File: src/design/ntc_pkg.sv
// Shared types, type codes and helpers for the numeric type converter.
// No dependencies; every other design file imports this package.
package ntc_pkg;

	typedef enum logic [2:0] {
		T_U8  = 3'd0,
		T_I16 = 3'd1,
		T_I32 = 3'd2,
		T_I64 = 3'd3,
		T_F32 = 3'd4,
		T_F64 = 3'd5
	} typ_t;

	localparam logic [1:0] ST_OK  = 2'd0;
	localparam logic [1:0] ST_SAT = 2'd1;
	localparam logic [1:0] ST_NAN = 2'd2;

	localparam logic CFG_SRC = 1'b0;
	localparam logic CFG_DST = 1'b1;

	// Decoded element: value = mag * 2^eb, or a special class, or a ready result.
	typedef struct packed {
		logic               sgn;
		logic [63:0]        mag;
		logic signed [12:0] eb;
		logic               is_zero;
		logic               is_inf;
		logic               is_nan;
		logic               byp;
		logic [63:0]        byp_val;
		logic [1:0]         byp_st;
		logic               last;
	} dec_t;

	// Normalized element: value = m * 2^(e - 63), m[63] set unless zero.
	typedef struct packed {
		logic               sgn;
		logic [63:0]        m;
		logic signed [12:0] e;
		logic               is_zero;
		logic               is_inf;
		logic               is_nan;
		logic               byp;
		logic [63:0]        byp_val;
		logic [1:0]         byp_st;
		logic               last;
	} nrm_t;

	// Aligned element: kept bits plus guard and sticky for rounding.
	typedef struct packed {
		logic               sgn;
		logic [63:0]        kept;
		logic               guard;
		logic               sticky;
		logic               big;
		logic               sub;
		logic signed [12:0] be;
		logic               is_zero;
		logic               is_inf;
		logic               is_nan;
		logic               byp;
		logic [63:0]        byp_val;
		logic [1:0]         byp_st;
		logic               last;
	} shf_t;

	function automatic typ_t norm_type(input logic [2:0] code);
		typ_t t;
		unique case (code)
			3'd1: t = T_I16;
			3'd2: t = T_I32;
			3'd3: t = T_I64;
			3'd4: t = T_F32;
			3'd5: t = T_F64;
			default: t = T_U8;
		endcase
		return t;
	endfunction

	function automatic logic [63:0] width_mask(input typ_t t);
		logic [63:0] m;
		unique case (t)
			T_U8:    m = 64'h0000_0000_0000_00FF;
			T_I16:   m = 64'h0000_0000_0000_FFFF;
			T_I32:   m = 64'h0000_0000_FFFF_FFFF;
			default: m = 64'hFFFF_FFFF_FFFF_FFFF;
		endcase
		return m;
	endfunction

	function automatic logic is_int(input typ_t t);
		return (t == T_U8) || (t == T_I16) || (t == T_I32) || (t == T_I64);
	endfunction

endpackage

File: src/design/numeric_type_converter.sv
// Numeric type converter: five-stage element conversion pipeline.
// Input beats on the s_ group carry the raw source element (src_value in
// s_tdata, right aligned) and the array end marker in s_tlast. Output beats
// on the m_ group carry dest_value in m_tdata[63:0], status in m_tdata[65:64]
// and the end marker in m_tlast; one output beat per input beat, in order.
// The cfg channel writes source_type (index 0) and dest_type (index 1);
// it is always ready and must only be written while the pipeline is empty.
// Throughput is one beat per cycle while m_tready stays high, set by the five
// pipeline registers (decode, leading-zero count, normalize, align, round and
// pack), each taking an item per cycle when its stage advances.
// Each stage advances when its successor has room, so a stalled receiver
// fills the empty stages first and s_tready drops only when all five hold
// a beat; nothing is dropped or repeated. Reset clears every valid bit and
// both type registers to zero (unsigned byte to unsigned byte).
// Depends on ntc_pkg, ntc_decode, ntc_norm and ntc_round.
module numeric_type_converter import ntc_pkg::*; (
	input  logic        clk,
	input  logic        arst_n,
	input  logic        s_tvalid,
	output logic        s_tready,
	input  logic [63:0] s_tdata,   // [63:0] src_value
	input  logic        s_tlast,
	output logic        m_tvalid,
	input  logic        m_tready,
	output logic [71:0] m_tdata,   // [63:0] dest_value, [65:64] status, rest zero
	output logic        m_tlast,
	input  logic        cfg_valid,
	output logic        cfg_ready,
	input  logic        cfg_index,
	input  logic [2:0]  cfg_data
);

	logic [2:0]  source_type_q, dest_type_q;
	logic        valid_s1, valid_s3, valid_s5;
	logic        en_s1, en_s2, en_s3, en_s4, en_s5;
	dec_t        dec_s1;
	nrm_t        nrm_s3;
	logic [63:0] dest_value_s5;
	logic [1:0]  status_s5;
	logic        last_s5;
	logic        valid_s2_seen, valid_s4_seen;

	assign cfg_ready = 1'b1;

	always_ff @(posedge clk or negedge arst_n) begin
		if (!arst_n) begin
			source_type_q <= '0;
			dest_type_q <= '0;
		end else if (cfg_valid) begin
			unique case (cfg_index)
				CFG_SRC: source_type_q <= cfg_data;
				CFG_DST: dest_type_q <= cfg_data;
				default: ;
			endcase
		end
	end

	// Track occupancy of the inner stages for the advance chain.
	always_ff @(posedge clk or negedge arst_n) begin
		if (!arst_n) begin
			valid_s2_seen <= 1'b0;
			valid_s4_seen <= 1'b0;
		end else begin
			if (en_s2) valid_s2_seen <= valid_s1;
			if (en_s4) valid_s4_seen <= valid_s3;
		end
	end

	assign en_s5 = !valid_s5 || m_tready;
	assign en_s4 = !valid_s4_seen || en_s5;
	assign en_s3 = !valid_s3 || en_s4;
	assign en_s2 = !valid_s2_seen || en_s3;
	assign en_s1 = !valid_s1 || en_s2;
	assign s_tready = en_s1;

	ntc_decode u_decode (
		.clk          (clk),
		.arst_n       (arst_n),
		.en           (en_s1),
		.in_valid     (s_tvalid),
		.src_value    (s_tdata),
		.last_element (s_tlast),
		.source_type  (source_type_q),
		.dest_type    (dest_type_q),
		.valid_s1     (valid_s1),
		.dec_s1       (dec_s1)
	);

	ntc_norm u_norm (
		.clk      (clk),
		.arst_n   (arst_n),
		.en_s2    (en_s2),
		.en_s3    (en_s3),
		.valid_s1 (valid_s1),
		.dec_s1   (dec_s1),
		.valid_s3 (valid_s3),
		.nrm_s3   (nrm_s3)
	);

	ntc_round u_round (
		.clk           (clk),
		.arst_n        (arst_n),
		.en_s4         (en_s4),
		.en_s5         (en_s5),
		.dest_type     (dest_type_q),
		.valid_s3      (valid_s3),
		.nrm_s3        (nrm_s3),
		.valid_s5      (valid_s5),
		.dest_value_s5 (dest_value_s5),
		.status_s5     (status_s5),
		.last_s5       (last_s5)
	);

	assign m_tvalid = valid_s5;
	assign m_tdata  = {6'd0, status_s5, dest_value_s5};
	assign m_tlast  = last_s5;

endmodule

File: src/design/ntc_decode.sv
// Stage 1: unpack the source element into sign, magnitude and exponent.
// Also resolves pass-through cases directly. Depends on ntc_pkg.
module ntc_decode import ntc_pkg::*; (
	input  logic        clk,
	input  logic        arst_n,
	input  logic        en,
	input  logic        in_valid,
	input  logic [63:0] src_value,
	input  logic        last_element,
	input  logic [2:0]  source_type,
	input  logic [2:0]  dest_type,
	output logic        valid_s1,
	output dec_t        dec_s1
);

	typ_t        st, dt;
	dec_t        d;
	logic [63:0] iv;
	logic [7:0]  e8;
	logic [10:0] e11;
	logic        fnan, finf;

	always_comb begin
		st = norm_type(source_type);
		dt = norm_type(dest_type);
		d = '0;
		d.last = last_element;
		iv = '0;
		e8 = src_value[30:23];
		e11 = src_value[62:52];
		fnan = 1'b0;
		finf = 1'b0;
		unique case (st)
			T_F32: begin
				fnan = (e8 == 8'hFF) && (src_value[22:0] != '0);
				finf = (e8 == 8'hFF) && (src_value[22:0] == '0);
				d.sgn = src_value[31];
				d.mag = {40'd0, e8 != 8'd0, src_value[22:0]};
				d.eb = $signed({5'd0, (e8 == 8'd0) ? 8'd1 : e8}) - 13'sd150;
				if (dt == T_F32) begin
					d.byp = 1'b1;
					d.byp_val = {32'd0, src_value[31:0]};
				end else if (dt == T_F64 && fnan) begin
					// quiet the NaN; payload moves up 29 bits
					d.byp = 1'b1;
					d.byp_val = {src_value[31], 11'h7FF, 1'b1, src_value[21:0], 29'd0};
				end
			end
			T_F64: begin
				fnan = (e11 == 11'h7FF) && (src_value[51:0] != '0);
				finf = (e11 == 11'h7FF) && (src_value[51:0] == '0);
				d.sgn = src_value[63];
				d.mag = {11'd0, e11 != 11'd0, src_value[51:0]};
				d.eb = $signed({2'd0, (e11 == 11'd0) ? 11'd1 : e11}) - 13'sd1075;
				if (dt == T_F64) begin
					d.byp = 1'b1;
					d.byp_val = src_value;
				end else if (dt == T_F32 && fnan) begin
					// quiet the NaN; keep the 22 payload bits below the quiet bit
					d.byp = 1'b1;
					d.byp_val = {32'd0, src_value[63], 8'hFF, 1'b1, src_value[50:29]};
				end
			end
			default: begin
				unique case (st)
					T_I16:   iv = {{48{src_value[15]}}, src_value[15:0]};
					T_I32:   iv = {{32{src_value[31]}}, src_value[31:0]};
					T_I64:   iv = src_value;
					default: iv = {56'd0, src_value[7:0]};
				endcase
				d.sgn = iv[63];
				d.mag = iv[63] ? (~iv + 64'd1) : iv;
				d.eb = '0;
				if (is_int(dt)) begin
					d.byp = 1'b1;
					d.byp_val = iv & width_mask(dt);
				end
			end
		endcase
		d.is_nan = fnan;
		d.is_inf = finf;
		d.is_zero = !fnan && !finf && (d.mag == '0);
		d.byp_st = ST_OK;
	end

	always_ff @(posedge clk or negedge arst_n) begin
		if (!arst_n) begin
			valid_s1 <= 1'b0;
		end else if (en) begin
			valid_s1 <= in_valid;
		end
	end

	always_ff @(posedge clk) begin
		if (en) begin
			dec_s1 <= d;
		end
	end

endmodule

File: src/design/ntc_norm.sv
// Stages 2 and 3: count leading zeros of the magnitude, then shift it up.
// Depends on ntc_pkg.
module ntc_norm import ntc_pkg::*; (
	input  logic clk,
	input  logic arst_n,
	input  logic en_s2,
	input  logic en_s3,
	input  logic valid_s1,
	input  dec_t dec_s1,
	output logic valid_s3,
	output nrm_t nrm_s3
);

	logic       valid_s2;
	dec_t       dec_s2;
	logic [6:0] lz_s2;
	logic [6:0] lz;
	nrm_t       n;

	always_comb begin
		lz = '0;
		for (int i = 0; i < 64; i++) begin
			if (dec_s1.mag[i]) begin
				lz = 7'(63 - i);
			end
		end
	end

	always_comb begin
		n.sgn     = dec_s2.sgn;
		n.m       = dec_s2.mag << lz_s2;
		n.e       = dec_s2.eb + 13'sd63 - $signed({6'd0, lz_s2});
		n.is_zero = dec_s2.is_zero;
		n.is_inf  = dec_s2.is_inf;
		n.is_nan  = dec_s2.is_nan;
		n.byp     = dec_s2.byp;
		n.byp_val = dec_s2.byp_val;
		n.byp_st  = dec_s2.byp_st;
		n.last    = dec_s2.last;
	end

	always_ff @(posedge clk or negedge arst_n) begin
		if (!arst_n) begin
			valid_s2 <= 1'b0;
			valid_s3 <= 1'b0;
		end else begin
			if (en_s2) valid_s2 <= valid_s1;
			if (en_s3) valid_s3 <= valid_s2;
		end
	end

	always_ff @(posedge clk) begin
		if (en_s2) begin
			dec_s2 <= dec_s1;
			lz_s2 <= lz;
		end
		if (en_s3) begin
			nrm_s3 <= n;
		end
	end

endmodule

File: src/design/ntc_round.sv
// Stages 4 and 5: align to the destination, then round, saturate and pack.
// Depends on ntc_pkg.
module ntc_round import ntc_pkg::*; (
	input  logic        clk,
	input  logic        arst_n,
	input  logic        en_s4,
	input  logic        en_s5,
	input  logic [2:0]  dest_type,
	input  logic        valid_s3,
	input  nrm_t        nrm_s3,
	output logic        valid_s5,
	output logic [63:0] dest_value_s5,
	output logic [1:0]  status_s5,
	output logic        last_s5
);

	typ_t               dt;
	logic               valid_s4;
	shf_t               shf_s4;
	shf_t               s;
	logic signed [12:0] be32;
	logic signed [12:0] rf;
	logic [6:0]         r;
	logic [127:0]       ext;

	logic [24:0]        sum24;
	logic [53:0]        sum53;
	logic [34:0]        fw;
	logic [63:0]        dw;
	logic [11:0]        base;
	logic [63:0]        lp, ln, sat_p, sat_n, ires;
	logic               sat;
	logic [63:0]        res;
	logic [1:0]         stat;

	assign dt = norm_type(dest_type);

	// Align: one right shift serves the integer part and both float widths.
	always_comb begin
		be32 = nrm_s3.e + 13'sd127;
		unique case (dt)
			T_F32:   rf = (be32 >= 13'sd1) ? 13'sd40 : (13'sd41 - be32);
			T_F64:   rf = 13'sd11;
			default: rf = 13'sd63 - nrm_s3.e;
		endcase
		if (rf < 13'sd0) begin
			r = '0;
		end else if (rf > 13'sd127) begin
			r = 7'd127;
		end else begin
			r = rf[6:0];
		end
		ext = {nrm_s3.m, 64'd0} >> r;
		s.sgn     = nrm_s3.sgn;
		s.kept    = ext[127:64];
		s.guard   = ext[63];
		s.sticky  = |ext[62:0];
		s.big     = nrm_s3.e > 13'sd63;
		s.sub     = (dt == T_F32) && (be32 < 13'sd1);
		s.be      = (dt == T_F32) ? be32 : (nrm_s3.e + 13'sd1023);
		s.is_zero = nrm_s3.is_zero;
		s.is_inf  = nrm_s3.is_inf;
		s.is_nan  = nrm_s3.is_nan;
		s.byp     = nrm_s3.byp;
		s.byp_val = nrm_s3.byp_val;
		s.byp_st  = nrm_s3.byp_st;
		s.last    = nrm_s3.last;
	end

	// Pack; floats round to nearest even with hidden-bit carry; ints truncate.
	always_comb begin
		sum24 = {1'b0, shf_s4.kept[23:0]} +
			25'(shf_s4.guard & (shf_s4.sticky | shf_s4.kept[0]));
		sum53 = {1'b0, shf_s4.kept[52:0]} +
			54'(shf_s4.guard & (shf_s4.sticky | shf_s4.kept[0]));
		base = (shf_s4.sub || shf_s4.be < 13'sd1) ? 12'd0 : 12'(shf_s4.be - 13'sd1);
		fw = {base, 23'd0} + 35'(sum24);
		dw = {base[10:0], 52'd0} + 64'(sum53);

		unique case (dt)
			T_U8: begin
				lp = 64'd256; ln = 64'd1;
				sat_p = 64'd255; sat_n = 64'd0;
			end
			T_I16: begin
				lp = 64'd32768; ln = 64'd32769;
				sat_p = 64'h7FFF; sat_n = 64'h8000;
			end
			T_I32: begin
				lp = 64'h8000_0000; ln = 64'h8000_0001;
				sat_p = 64'h7FFF_FFFF; sat_n = 64'h8000_0000;
			end
			default: begin
				lp = 64'h8000_0000_0000_0000; ln = 64'h8000_0000_0000_0001;
				sat_p = 64'h7FFF_FFFF_FFFF_FFFF; sat_n = 64'h8000_0000_0000_0000;
			end
		endcase
		sat = shf_s4.is_inf || shf_s4.big ||
			(shf_s4.sgn ? (shf_s4.kept >= ln) : (shf_s4.kept >= lp));
		ires = (shf_s4.sgn ? (~shf_s4.kept + 64'd1) : shf_s4.kept) & width_mask(dt);

		res = '0;
		stat = ST_OK;
		if (shf_s4.byp) begin
			res = shf_s4.byp_val;
			stat = shf_s4.byp_st;
		end else if (dt == T_F32) begin
			if (shf_s4.is_inf) begin
				res = {32'd0, shf_s4.sgn, 8'hFF, 23'd0};
			end else if (shf_s4.is_zero) begin
				res = {32'd0, shf_s4.sgn, 31'd0};
			end else if (fw[34:23] >= 12'd255) begin
				res = {32'd0, shf_s4.sgn, 8'hFF, 23'd0};
				stat = ST_SAT;
			end else begin
				res = {32'd0, shf_s4.sgn, fw[30:0]};
			end
		end else if (dt == T_F64) begin
			if (shf_s4.is_inf) begin
				res = {shf_s4.sgn, 11'h7FF, 52'd0};
			end else if (shf_s4.is_zero) begin
				res = {shf_s4.sgn, 63'd0};
			end else begin
				res = {shf_s4.sgn, dw[62:0]};
			end
		end else begin
			if (shf_s4.is_nan) begin
				stat = ST_NAN;
			end else if (shf_s4.is_zero) begin
				res = '0;
			end else if (sat) begin
				res = shf_s4.sgn ? sat_n : sat_p;
				stat = ST_SAT;
			end else begin
				res = ires;
			end
		end
	end

	always_ff @(posedge clk or negedge arst_n) begin
		if (!arst_n) begin
			valid_s4 <= 1'b0;
			valid_s5 <= 1'b0;
		end else begin
			if (en_s4) valid_s4 <= valid_s3;
			if (en_s5) valid_s5 <= valid_s4;
		end
	end

	always_ff @(posedge clk) begin
		if (en_s4) begin
			shf_s4 <= s;
		end
		if (en_s5) begin
			dest_value_s5 <= res;
			status_s5 <= stat;
			last_s5 <= shf_s4.last;
		end
	end

endmodule
File: config.mk
export PLATFORM = sky130hd
export DESIGN_NAME = numeric_type_converter
export DESIGN_NICKNAME = d
export VERILOG_FILES = /design/src/design/ntc_pkg.sv /design/src/design/numeric_type_converter.sv /design/src/design/ntc_decode.sv /design/src/design/ntc_norm.sv /design/src/design/ntc_round.sv
export SDC_FILE = /design/constraint.sdc
export NUM_CORES = 2
export LEC_CHECK = 0
export BUFFER_PORTS_ARGS = -buffer_cell sky130_fd_sc_hd__buf_2
export CAP_MARGIN = 10
export CORE_ASPECT_RATIO = 0.8
export CORE_MARGIN = 5
export CORE_UTILIZATION = 45
export CTS_BUF_LIST = sky130_fd_sc_hd__clkbuf_16
export DETAILED_ROUTE_END_ITERATION = 8
export PLACE_DENSITY = 0.7
export SLEW_MARGIN = 25
export SYNTH_ARGS = -nofsm -noshare
export SYNTH_HDL_FRONTEND = slang
export SYNTH_SLANG_ARGS = --single-unit
File: constraint.sdc
create_clock -name clk -period 12.05 [get_ports clk]
set_input_delay 0.6025 -clock clk [delete_from_list [all_inputs] [get_ports clk]]
set_output_delay 0.6025 -clock clk [all_outputs]
set_load 0.005 [all_outputs]
==> run summary <==
Outcome: completed
EDFF count, synth: 663
Clock root buffer: clkbuf_16
# resized after CTS: 0
Port Buf Inserts: 142
Min-Delay Path Class: primary input to flip-flop
Detail Route Antenna Nets: 0
Leakage power: 0.0171 uW
Actual slew at the worst max-slew pin: 1.07 ns
Vias: 37979
Synthesized area: 0.0425 mm^2
Share of layout cells above drive strength 1: 11.2%
Netlist cell types: 118
Routed WL: 161000 um
CP Max Fanout: 59
Clock Latency Late Sink: 0.63 ns
Clock slew at reported path FFs: 0.08 ns
Max incr delay on CP: 0.69 ns
GRT Overall Usage: 30.6%
Reg area: 0.0202 mm^2
CORE AREA: 0.0933 mm^2
Worst setup EP type: flip-flop
Hold WS: 0.169 ns
Critical path's slowest cell: nand3_2
Critical path required time: 12.42 ns
Ys Warns: 0
Die width: 354 um
Worst Path Buf+Inv: 3
WS Path Type: flip-flop to flip-flop
Largest net degree at the start of global routing: 85
Final Setup Violations: 0
Synth Area per Inst: 9.59 um^2
Cell chain of the critical path: inv_1 > ha_1 > or4b_1 > and3_4 > a211oi_2 > a211o_1 > o21ai_4 > buf_4 > a211oi_4 > buf_4 > nand3_2 > o221ai_1 > nor3_1 > a21oi_1 > o221ai_1 > o221ai_1 > nand4_1 > nor4_1 > nand4_1 > a2111o_1
Iter 0 DRT Violations: 6253
Post-Synthesis Cells: 4431
Clock Tree Buf Depth: 3
Grt ovf: 0
Worst setup SP type: flip-flop
Max_cap viols: 0
Io pins: 150
Skew final: 0.0296 ns
Final Cycle Share: 66.0%
Clock sink count: 674
Multi-input logic area: 0.0207 mm^2
Reg2reg setup slack: 4.09 ns
DR pass1 iterations: 7
Number of synthesized register bits: 674
Initial Util: 45.5%
Global-route wire length before repair: 233000 um
Wire length per cell: 28.3 um
Die area: 0.101 mm^2
Pwr Total: 14500 uW
RD Place Congestion: 1.05
CTS H-tree depth: 3
Worst Path Arrival: 8.33 ns
Sequential area share after synthesis: 47.5%
Final hold viol count: 0
Post-layout min period: 7.96 ns
Via density: 6.69
Synthesis-to-finish area growth: 8.96%
Worst relative slew slack: 27.8%
Fmax: 126 MHz
Nets: 4510
Power Density: 313 mW/mm^2
Die H: 285 um
Row count: 100
RSZ-0062 raised after global routing: false
Layout Cells excl Fill: 5676
Fill cells: 8507
Asr flop ratio synth: 1.63%
Vias in the first global route: 34013
Setup TNS: 0 ns
Inst Count DP: 5546
Post-DP HPWL: 120000 um
Initial antenna violation count: 13
Num CTS Buffers: 67
VDD IR max: 0.144 mV
CTS tree: built
DRC errors left: 0
Ys flop type: edfxtp_1
Crit-path most repeated cell: o221ai_1
Largest delay contributor family on the critical path: compound AO/OA/AOI/OAI gates
Final Slew Violations: 0
[cells in the mapped netlist (14+ instances only)]
cell      instances  area (um^2)
a211oi_1         82          616
a21o_1           26          195
a21oi_1         350         1750
a22o_1           28          245
a22oi_1          19          143
a31oi_1          46          288
a32o_1           22          220
and2_1           26          163
and3_1           30          188
buf_1            31          116
buf_2            50          250
buf_4            19          143
clkbuf_1        239          897
edfxtp_1        663        19900
ha_1             40          500
inv_1            73          274
mux2_2           22          248
mux2i_1          67          671
mux4_2           45         1010
nand2_1         498         1870
nand2b_1         42          263
nand3_1          77          385
nand4_1          41          257
nand4b_1         22          193
nor2_1          507         1900
nor2b_1          28          175
nor3_1          177          886
nor4_1           68          425
o211ai_1         46          345
o21a_1           17          128
o21ai_0         295         1480
o21bai_1         14          105
o221ai_1         22          193
o22a_1           18          158
o22ai_1          71          444
o31ai_1          81          608
or2_2            22          138
or3_1            51          319
or4_1            18          135
xnor2_1          62          543
xor2_1          115         1010
[final timing paths]
kind	start	endpoint	cells after the start
setup / recovery	u_norm.nrm_s3[71]	u_round.shf_s4[86]	20
hold / removal	s_tlast	u_decode.dec_s1[0]	1
setup reg to reg	u_norm.nrm_s3[71]	u_round.shf_s4[86]	20
hold reg to reg	u_decode.dec_s1[21]	u_norm.dec_s2[21]	0
max in group asynchronous	arst_n	u_norm.valid_s2	2
min in group asynchronous	arst_n	u_decode.valid_s1	2
[state kept, by name, summed over array words and instances, names as in the netlist, 2 cells and up]
name                   cells
u_decode.dec_s1          146
u_round.dest_value_s5     64
u_round.status_s5          2
u_norm.nrm_s3            147
dest_type_q                3
u_round.shf_s4           151
source_type_q              3
u_norm.dec_s2            146
u_norm.lz_s2               6
[layout make-up]
| class | instances | area share (%) |
|---|---|---|
| inverters | 76 | 0.616 |
| diodes | 5 | 0.0270 |
| well taps | 1224 | 3.31 |
| clock inverters | 52 | 0.789 |
| flip-flops and latches | 674 | 43.6 |
| repair buffers | 234 | 3.07 |
| multi-input cells | 3340 | 44.7 |
| clock buffers | 71 | 3.84 |
[cells by family (layout without fill, tap and decap cells)]
| kind of cell | Yosys count | after routing | synth area share, % |
|---|---|---|---|
| flip-flops | 674 | 674 | 47.5 |
| other | 2 | 12 | 0.0177 |
| XOR/XNOR | 178 | 178 | 3.69 |
| AO/OA/AOI/OAI | 1330 | 1330 | 20.7 |
| adder cells (fa/ha/maj) | 43 | 43 | 1.32 |
| buffers and inverters | 422 | 433 | 4.14 |
| AND/OR/NAND/NOR | 1647 | 1647 | 18.1 |
| multiplexers | 135 | 135 | 4.58 |
[where the power goes]
group / switching [uW] / internal (uW)
logic: 5480 / 2500
registers: 953 / 3520
clock network: 910 / 1140
total: 7340 / 7160
[per-stage QoR]
step / setup slack [ns] / utilization (%) / cell area (um^2)
global route: 3.88 / 49.6 / 46300
detailed placement: 4.36 / 47.2 / 44100
global placement: 4.45 / 47.2 / 44100
CTS: 4.35 / 49.5 / 46200
floorplan: 2.53 / - / 42500
finish: 4.09 / 49.6 / 46300
[metal layers]
metal / global-route usage [%] / share of wire [%] / vias to the layer above
li1: - / - / 16690
met5: 0 / 0.021 / -
met4: 9.56 / 3.6 / 2
met1: 45.5 / 41 / 18253
met3: 8.61 / 14 / 350
met2: 43.3 / 41 / 2684
[repair_timing]
action,CTS,global route
hold buffers,1,0
buffers inserted,0,0
endpoints found under the hold margin,11,0
[cell usage in the layout, fill, tap and decap left out, types with 26 or more instances in the layout]
cell type,instances
nor2b_1,27
buf_2,142
a21o_1,26
a211oi_1,81
nand2b_1,40
o31ai_1,81
ha_1,40
o211ai_1,46
inv_1,83
nor3_1,175
a21oi_1,348
nor4_1,68
nand2_1,495
xor2_1,115
nand4_1,41
a31oi_1,46
edfxtp_1,663
a22o_1,28
o22ai_1,70
xnor2_1,62
o21ai_0,294
mux4_2,45
nor2_1,501
nand3_1,76
clkbuf_16,71
and2_1,26
buf_4,89
mux2i_1,67
or3_1,51
and3_1,30
Power figures use the tool's default switching activity.
